<file path="src/rtl/ptdt_pkg.sv">
// ============================================================================
// ptdt_pkg: shared definitions for the periodic task dispatch table
// Slot count, field widths, command and status codes, and the result record
// of the countdown unit.
// ============================================================================
package ptdt_pkg;

    localparam int NUM_SLOTS = 16;
    localparam int SLOT_W    = (NUM_SLOTS > 1) ? $clog2(NUM_SLOTS) : 1;
    localparam int CNT_W     = 32;
    localparam int DELAY_W   = 16;
    localparam int CMD_W     = 3;
    localparam int SLOT_F_W  = 5;

    typedef enum logic [CMD_W-1:0] {
        CMD_TICK    = 3'd0,
        CMD_CREATE  = 3'd1,
        CMD_DELETE  = 3'd2,
        CMD_SUSPEND = 3'd3,
        CMD_RESUME  = 3'd4
    } cmd_t;

    typedef enum logic [1:0] {
        ST_OK       = 2'd0,
        ST_RANGE    = 2'd1,
        ST_OCCUPIED = 2'd2,
        ST_EMPTY    = 2'd3
    } status_t;

    typedef struct packed {
        logic             due;
        logic             wr_en;
        logic [CNT_W-1:0] cd_next;
    } cnt_res_t;

endpackage

</file>
<file path="src/rtl/ptdt_req_if.sv">
// ============================================================================
// ptdt_req_if: command channel
// Valid/ready channel that carries one command transaction per handshake.
// ============================================================================
interface ptdt_req_if;
    logic        valid;
    logic        ready;
    logic [2:0]  cmd;
    logic [4:0]  slot;
    logic [31:0] period;
    logic [15:0] first_delay;
    logic        start_ready;

    modport source (output valid, output cmd, output slot, output period,
                    output first_delay, output start_ready, input ready);
    modport sink   (input valid, input cmd, input slot, input period,
                    input first_delay, input start_ready, output ready);
endinterface

</file>
<file path="src/rtl/ptdt_rsp_if.sv">
// ============================================================================
// ptdt_rsp_if: result channel
// Valid/ready channel that carries one result transaction per handshake.
// ============================================================================
interface ptdt_rsp_if;
    logic       valid;
    logic       ready;
    logic       due;
    logic [4:0] due_slot;
    logic [1:0] status;
    logic       last;

    modport source (output valid, output due, output due_slot, output status,
                    output last, input ready);
    modport sink   (input valid, input due, input due_slot, input status,
                    input last, output ready);
endinterface

</file>
<file path="src/rtl/ptdt_ram.sv">
// ============================================================================
// ptdt_ram: generic single-write, single-read RAM
// One write port and one read port; read data is registered.
// ============================================================================
module ptdt_ram #(
    parameter int WIDTH  = 32,
    parameter int DEPTH  = 16,
    parameter int ADDR_W = (DEPTH > 1) ? $clog2(DEPTH) : 1
) (
    input  logic              clk,
    input  logic              we,
    input  logic [ADDR_W-1:0] waddr,
    input  logic [WIDTH-1:0]  wdata,
    input  logic [ADDR_W-1:0] raddr,
    output logic [WIDTH-1:0]  rdata
);

    logic [WIDTH-1:0] mem [DEPTH];

    always_ff @(posedge clk)
    begin
        if (we)
        begin
            mem[waddr] <= wdata;
        end
        rdata <= mem[raddr];
    end

endmodule

</file>
<file path="src/rtl/ptdt_count_unit.sv">
// ============================================================================
// ptdt_count_unit: shared countdown unit
// Checks one slot's countdown for zero and forms its reload or decrement.
// ============================================================================
module ptdt_count_unit (
    input  logic                         active,
    input  logic [ptdt_pkg::CNT_W-1:0]   countdown,
    input  logic [ptdt_pkg::CNT_W-1:0]   period,
    output ptdt_pkg::cnt_res_t           res
);
    import ptdt_pkg::*;

    logic zero;

    assign zero = (countdown == '0);

    always_comb
    begin
        res.due     = active && zero;
        res.wr_en   = active;
        res.cd_next = zero ? period : (countdown - CNT_W'(1));
    end

endmodule

</file>
<file path="src/rtl/periodic_task_dispatch_table.sv">
// ============================================================================
// periodic_task_dispatch_table: time-triggered task slot table
// Holds task slots with period and countdown and reports due tasks on a tick.
// ============================================================================
// Usage:
// Commands enter on the req channel; results leave on the rsp channel.
// Create, delete, suspend and resume give one result transaction with a
// status and last set. A tick gives one result per due slot, in ascending
// slot order, then a closing result with last set.
// A command's result is formed in S_CMD after its transaction is taken and
// waits there until the output register is free. A tick visits one slot per
// cycle through the shared countdown unit and the countdown and period RAMs
// while no due slot stalls; req.ready is low for the whole tick.
// When the receiver stalls, the output register holds its result and the
// walk waits at the next due slot until the register frees up.
// The block takes a new command while its last result still waits.
// Reset clears every valid and ready mark and drops any pending result;
// period and countdown RAM contents are only read for valid slots, and a
// create always rewrites both, so they need no clearing.
// ============================================================================
module periodic_task_dispatch_table (
    input  logic           clk,
    input  logic           rst_n,
    ptdt_req_if.sink       req,
    ptdt_rsp_if.source     rsp
);
    import ptdt_pkg::*;

    typedef enum logic [1:0] {
        S_IDLE,
        S_CMD,
        S_WALK,
        S_FIN
    } state_t;

    state_t                state_reg, state_next;
    logic [SLOT_W-1:0]     idx_reg, idx_next;
    logic [NUM_SLOTS-1:0]  valid_reg, valid_next;
    logic [NUM_SLOTS-1:0]  ready_reg, ready_next;

    logic [CMD_W-1:0]      cmd_reg;
    logic [SLOT_F_W-1:0]   slot_reg;
    logic [CNT_W-1:0]      period_reg;
    logic [DELAY_W-1:0]    delay_reg;
    logic                  start_reg;

    logic                  out_valid_reg, out_valid_next;
    logic                  due_reg, due_next;
    logic [SLOT_F_W-1:0]   due_slot_reg, due_slot_next;
    status_t               status_reg, status_next;
    logic                  last_reg, last_next;

    logic                  accept;
    logic                  out_free;
    logic                  in_range;
    logic [SLOT_W-1:0]     slot_idx;
    status_t               cmd_status;
    logic                  act;
    logic                  stall;
    cnt_res_t              cnt;

    logic                  cd_we;
    logic [SLOT_W-1:0]     cd_waddr;
    logic [CNT_W-1:0]      cd_wdata;
    logic [CNT_W-1:0]      cd_rdata;
    logic                  per_we;
    logic [CNT_W-1:0]      per_rdata;

    assign accept   = req.valid && req.ready;
    assign out_free = !out_valid_reg || rsp.ready;
    assign in_range = ({1'b0, slot_reg} < (SLOT_F_W + 1)'(NUM_SLOTS));
    assign slot_idx = slot_reg[SLOT_W-1:0];
    assign act      = valid_reg[idx_reg] && ready_reg[idx_reg];
    assign stall    = cnt.due && !out_free;

    assign req.ready    = (state_reg == S_IDLE);
    assign rsp.valid    = out_valid_reg;
    assign rsp.due      = due_reg;
    assign rsp.due_slot = due_slot_reg;
    assign rsp.status   = status_reg;
    assign rsp.last     = last_reg;

    ptdt_ram #(.WIDTH(CNT_W), .DEPTH(NUM_SLOTS), .ADDR_W(SLOT_W)) u_cd_ram (
        .clk   (clk),
        .we    (cd_we),
        .waddr (cd_waddr),
        .wdata (cd_wdata),
        .raddr (idx_next),
        .rdata (cd_rdata)
    );

    ptdt_ram #(.WIDTH(CNT_W), .DEPTH(NUM_SLOTS), .ADDR_W(SLOT_W)) u_per_ram (
        .clk   (clk),
        .we    (per_we),
        .waddr (slot_idx),
        .wdata (period_reg),
        .raddr (idx_next),
        .rdata (per_rdata)
    );

    ptdt_count_unit u_count (
        .active    (act),
        .countdown (cd_rdata),
        .period    (per_rdata),
        .res       (cnt)
    );

    // Unused command codes answer OK before any range check.
    always_comb
    begin
        priority if (cmd_reg > CMD_RESUME)
        begin
            cmd_status = ST_OK;
        end
        else if (!in_range)
        begin
            cmd_status = ST_RANGE;
        end
        else if (cmd_reg == CMD_CREATE)
        begin
            cmd_status = valid_reg[slot_idx] ? ST_OCCUPIED : ST_OK;
        end
        else
        begin
            cmd_status = valid_reg[slot_idx] ? ST_OK : ST_EMPTY;
        end
    end

    always_comb
    begin
        state_next     = state_reg;
        idx_next       = idx_reg;
        valid_next     = valid_reg;
        ready_next     = ready_reg;
        out_valid_next = out_valid_reg && !rsp.ready;
        due_next       = due_reg;
        due_slot_next  = due_slot_reg;
        status_next    = status_reg;
        last_next      = last_reg;
        cd_we          = 1'b0;
        cd_waddr       = idx_reg;
        cd_wdata       = cnt.cd_next;
        per_we         = 1'b0;

        unique case (state_reg)
            S_IDLE:
            begin
                idx_next = '0;
                if (accept)
                begin
                    state_next = (req.cmd == CMD_TICK) ? S_WALK : S_CMD;
                end
            end
            S_CMD:
            begin
                if (out_free)
                begin
                    out_valid_next = 1'b1;
                    due_next       = 1'b0;
                    due_slot_next  = '0;
                    status_next    = cmd_status;
                    last_next      = 1'b1;
                    state_next     = S_IDLE;
                    if (cmd_status == ST_OK)
                    begin
                        unique case (cmd_reg)
                            CMD_CREATE:
                            begin
                                valid_next[slot_idx] = 1'b1;
                                ready_next[slot_idx] = start_reg;
                                cd_we    = 1'b1;
                                cd_waddr = slot_idx;
                                cd_wdata = CNT_W'(delay_reg);
                                per_we   = 1'b1;
                            end
                            CMD_DELETE:  valid_next[slot_idx] = 1'b0;
                            CMD_SUSPEND: ready_next[slot_idx] = 1'b0;
                            CMD_RESUME:  ready_next[slot_idx] = 1'b1;
                            default:     ;
                        endcase
                    end
                end
            end
            S_WALK:
            begin
                // A stalled due slot keeps its index, so the RAMs re-read it.
                if (!stall)
                begin
                    cd_we = cnt.wr_en;
                    if (cnt.due)
                    begin
                        out_valid_next = 1'b1;
                        due_next       = 1'b1;
                        due_slot_next  = SLOT_F_W'(idx_reg);
                        status_next    = ST_OK;
                        last_next      = 1'b0;
                    end
                    if (idx_reg == SLOT_W'(NUM_SLOTS - 1))
                    begin
                        state_next = S_FIN;
                    end
                    else
                    begin
                        idx_next = idx_reg + SLOT_W'(1);
                    end
                end
            end
            S_FIN:
            begin
                if (out_free)
                begin
                    out_valid_next = 1'b1;
                    due_next       = 1'b0;
                    due_slot_next  = '0;
                    status_next    = ST_OK;
                    last_next      = 1'b1;
                    state_next     = S_IDLE;
                end
            end
        endcase
    end

    always_ff @(posedge clk or negedge rst_n)
    begin
        if (!rst_n)
        begin
            state_reg     <= S_IDLE;
            idx_reg       <= '0;
            valid_reg     <= '0;
            ready_reg     <= '0;
            out_valid_reg <= 1'b0;
            due_reg       <= 1'b0;
            due_slot_reg  <= '0;
            status_reg    <= ST_OK;
            last_reg      <= 1'b0;
            cmd_reg       <= '0;
            slot_reg      <= '0;
            period_reg    <= '0;
            delay_reg     <= '0;
            start_reg     <= 1'b0;
        end
        else
        begin
            state_reg     <= state_next;
            idx_reg       <= idx_next;
            valid_reg     <= valid_next;
            ready_reg     <= ready_next;
            out_valid_reg <= out_valid_next;
            due_reg       <= due_next;
            due_slot_reg  <= due_slot_next;
            status_reg    <= status_next;
            last_reg      <= last_next;
            if (accept)
            begin
                cmd_reg    <= req.cmd;
                slot_reg   <= req.slot;
                period_reg <= req.period;
                delay_reg  <= req.first_delay;
                start_reg  <= req.start_ready;
            end
        end
    end

endmodule

</file>
<file path="src/flat_wrapper.sv">
// flat-port wrapper written by rule: the top's interface ports become plain ports
module periodic_task_dispatch_table_flat import ptdt_pkg::*;
  (clk, rst_n, req_valid, req_cmd, req_slot, req_period, req_first_delay, req_start_ready, req_ready, rsp_valid, rsp_due, rsp_due_slot, rsp_status, rsp_last, rsp_ready);
  ptdt_req_if req_i ();
  ptdt_rsp_if rsp_i ();
  input  logic clk;
  input  logic rst_n;
  input wire logic [$bits(req_i.valid)-1:0] req_valid;
  input wire logic [$bits(req_i.cmd)-1:0] req_cmd;
  input wire logic [$bits(req_i.slot)-1:0] req_slot;
  input wire logic [$bits(req_i.period)-1:0] req_period;
  input wire logic [$bits(req_i.first_delay)-1:0] req_first_delay;
  input wire logic [$bits(req_i.start_ready)-1:0] req_start_ready;
  output wire logic [$bits(req_i.ready)-1:0] req_ready;
  output wire logic [$bits(rsp_i.valid)-1:0] rsp_valid;
  output wire logic [$bits(rsp_i.due)-1:0] rsp_due;
  output wire logic [$bits(rsp_i.due_slot)-1:0] rsp_due_slot;
  output wire logic [$bits(rsp_i.status)-1:0] rsp_status;
  output wire logic [$bits(rsp_i.last)-1:0] rsp_last;
  input wire logic [$bits(rsp_i.ready)-1:0] rsp_ready;
  assign req_i.valid = req_valid;
  assign req_i.cmd = req_cmd;
  assign req_i.slot = req_slot;
  assign req_i.period = req_period;
  assign req_i.first_delay = req_first_delay;
  assign req_i.start_ready = req_start_ready;
  assign req_ready = req_i.ready;
  assign rsp_valid = rsp_i.valid;
  assign rsp_due = rsp_i.due;
  assign rsp_due_slot = rsp_i.due_slot;
  assign rsp_status = rsp_i.status;
  assign rsp_last = rsp_i.last;
  assign rsp_i.ready = rsp_ready;
  periodic_task_dispatch_table u_core (.clk(clk), .rst_n(rst_n), .req(req_i), .rsp(rsp_i));
endmodule
</file>
<file path="config.mk">
export PLATFORM = sky130hd
export DESIGN_NAME = periodic_task_dispatch_table_flat
export DESIGN_NICKNAME = d
export VERILOG_FILES = /design/src/rtl/ptdt_pkg.sv /design/src/rtl/ptdt_req_if.sv /design/src/rtl/ptdt_rsp_if.sv /design/src/rtl/ptdt_ram.sv /design/src/rtl/ptdt_count_unit.sv /design/src/rtl/periodic_task_dispatch_table.sv /design/src/flat_wrapper.sv
export SDC_FILE = /design/constraint.sdc
export NUM_CORES = 1
export LEC_CHECK = 0
export BUFFER_PORTS_ARGS = -buffer_cell sky130_fd_sc_hd__clkbuf_2
export CAP_MARGIN = 20
export CORE_UTILIZATION = 56
export CTS_BUF_LIST = sky130_fd_sc_hd__clkbuf_4
export DETAILED_ROUTE_END_ITERATION = 7
export MAX_ROUTING_LAYER = met4
export PLACE_DENSITY = 0.75
export SLEW_MARGIN = 5
export SYNTH_ARGS = -nofsm -noshare
export SYNTH_HDL_FRONTEND = slang
export SYNTH_SLANG_ARGS = --single-unit
</file>
<file path="constraint.sdc">
create_clock -name clk -period 5.2 [get_ports clk]
set_input_delay 0.52 -clock clk [delete_from_list [all_inputs] [get_ports clk]]
set_output_delay 0.52 -clock clk [all_outputs]
set_load 0.03 [all_outputs]
</file>
==> run summary <==
outcome: complete, no violations
htree depth: 5
die span in x: 291.8 um
largest registers in the final layout: u_core.u_cd_ram.mem: 512 flops, u_core.u_per_ram.mem: 512 flops
post-DP HPWL: 63730 um
Avg Inst Size Synth: 15.56 um2
full die area: 85130 um2
register area share after synthesis: 73.66%
DR WL/cell: 25.56 um
worst-skew pair later-pin latency: 1.17 ns
most frequent cells in the layout: edfxtp_1, clkbuf_4, nand2_1
register bit total from synthesis: 1192
clk_skew: 0.09306 ns
Nets: 3446
core box area: 82640 um2
WP data arrival: 5.60 ns
setup violators final: 0
CTS Buf Count: 307
largest fanout on the critical path: 22
grt ovf: 0
Fmax achieved: 210.5 MHz
Slew @ Worst Pin: 1.005 ns
RSZ-0062 raised after global routing: false
Worst EP required: 6.05 ns
Synth Warn #: 0
pwr dens: 481.1 nW/um2
Final Hold Violating Endpoints: 0
CTS tree: yes
Power Total: 25.90 mW
Post-synth EDFFs: 1024
# IOs: 72
via count: 29690
Worst slew margin: 33.01%
GPL Wtd Cong: 0.9123
Syn Std Cell Area: 47020 um2
Post-CTS Repair Setup Buffers: 0
WHS: 0.06175 ns
Syn Inst Count: 3022
Unique masters post-synth: 67
most common cell after layout, fill and taps aside: edfxtp_1
Initial Util: 56.90%
Final ANT Viol Nets: 0
DR vias/cell: 6.345
leakage: 18.98 nW
clk slew on worst S/H paths: 0.06 ns
Die Span Y: 291.8 um
gr usage total: 29.12%
site row count: 105
Final min period: 4.750 ns
final WL: 119600 um
Synth Net Count: 3092
Slew Limit Fails: 0
Startpoint Class: flip-flop
Main synth FF type: edfxtp_1
Port Buffers: 70
First-pass DRT Iterations: 6
largest net degree at the start of global routing: 131
Sink Count: 1192
Peak VDD IR: 0.0004198 V
CP Capture Type: flip-flop
Final Cycle Share: 91.35%
P&R area growth vs syn: 14.51%
DR iter-0 viols: 3176
root buffer cell: clkbuf_4
Hold WC Path Type: primary input to async pin
initial antenna violation count: 4
share of cells above drive strength 1: 24.42%
first-pass GRT wire length: 180100 um
max cap viols: 0
critical path class: flip-flop to flip-flop
CTS Buffer Depth: 4
vias in the first global route: 30430
Post-synth ARST share: 8.725%
DRC: 0
-- critical path: stages, from the launching register on --
cell and delay (ns):
dfrtp_1 0.62, mux4_2 0.57, mux4_2 0.49, inv_1 0.09
ha_1 0.24, nor2_1 0.09, nand2_1 0.08, nand4_1 0.23
or2_2 0.37, buf_4 0.27, nor2_1 0.07, a21oi_1 0.78
nor2_4 0.25, buf_12 0.27
-- where the power goes --
| part | leakage [nW] | internal [mW] | total (mW) | switching, mW |
|---|---|---|---|---|
| clock | 2.34 | 4.28 | 7.92 | 3.64 |
| combinational | 5.59 | 1.85 | 4.74 | 2.89 |
| sequential | 11.1 | 12.1 | 13.2 | 1.13 |
| total | 19.0 | 18.2 | 25.9 | 7.66 |
-- metrics by stage --
stage	area, um2	util [%]	setup TNS, ns	setup WS (ns)	instances
3_5_place_dp	49180	59.52	0	0.5770	4060
5_1_grt	53840	65.15	0	0.2350	4678
3_3_place_gp	49180	59.51	0	0.5679	4059
2_1_floorplan	47020	-	-141.79	-0.5498	3022
6_report	53840	65.16	0	0.4498	4679
4_1_cts	53810	65.12	0	0.5060	4672
-- cell usage after synthesis, types with 12 or more instances --
| master | count | area [um2] |
|---|---|---|
| nand3_1 | 16 | 80.08 |
| dfrtp_1 | 104 | 2603 |
| nand4_1 | 68 | 425.4 |
| a211oi_1 | 139 | 1044 |
| buf_2 | 60 | 300.3 |
| a221o_1 | 65 | 650.6 |
| o21ai_0 | 52 | 260.3 |
| and3_1 | 128 | 800.8 |
| xnor2_1 | 18 | 157.7 |
| mux2_2 | 88 | 991.0 |
| clkbuf_1 | 131 | 491.7 |
| dfxtp_1 | 64 | 1281 |
| nand2_1 | 408 | 1531 |
| buf_4 | 12 | 90.09 |
| a21oi_1 | 142 | 710.7 |
| edfxtp_1 | 1024 | 30750 |
| nor2_1 | 69 | 259.0 |
| mux4_2 | 68 | 1531 |
| nor3_1 | 31 | 155.2 |
| a211o_1 | 63 | 551.8 |
| a311o_1 | 63 | 630.6 |
| mux2i_1 | 65 | 650.6 |
-- cell families after synthesis --
logic type               share of synthesized area, %
flip-flops                                      73.66
adder cells (fa/ha/maj)                        0.2395
AND/OR/NAND/NOR                                 7.991
multiplexers                                    6.748
XOR/XNOR                                       0.4657
other                                        0.007975
buffers and inverters                           2.092
AO/OA/AOI/OAI                                   8.800
-- metal layers --
metal	GRT usage [%]	wire length, um	vias to the layer above
met2	46.16	59130	1703
met4	13.52	4184	0
met5	-	0	-
li1	-	-	12740
met3	5.975	10680	290
met1	36.23	45610	14950
-- final cells by class --
cell class	instances	area, um2
clock buffers	466	3498
inverters	12	60.06
diodes	5	12.51
multi-input cells	1604	11630
clock inverters	71	380.4
flip-flops and latches	1192	34630
well taps	1070	1339
repair buffers	259	2285
fillers	5552	28790
-- path summary, 6_finish.rpt --
kind | end | slack [ns] | start | cells past startpoint
max | u_core.u_cd_ram.mem[8][15] | 0.45 | u_core.slot_reg[0] | 13
min | u_core.period_reg[25] | 0.06 | rst_n | 2
max reg2reg | u_core.u_cd_ram.mem[8][15] | 0.45 | u_core.slot_reg[0] | 13
min reg2reg | flip-flop | 0.51 | flip-flop | 1
max in group asynchronous | u_core.delay_reg[7] | 3.90 | rst_n | 3
min in group clk | u_core.period_reg[25] | 0.12 | req_period[25] | 3
-- repair_timing --
item / 4_1_cts / 5_1_grt
gates resized for setup: 0 / 0
endpoints found under the hold margin: 122 / 0
hold buffers: 75 / 0
No activity file was read; power rests on OpenSTA's default activity.
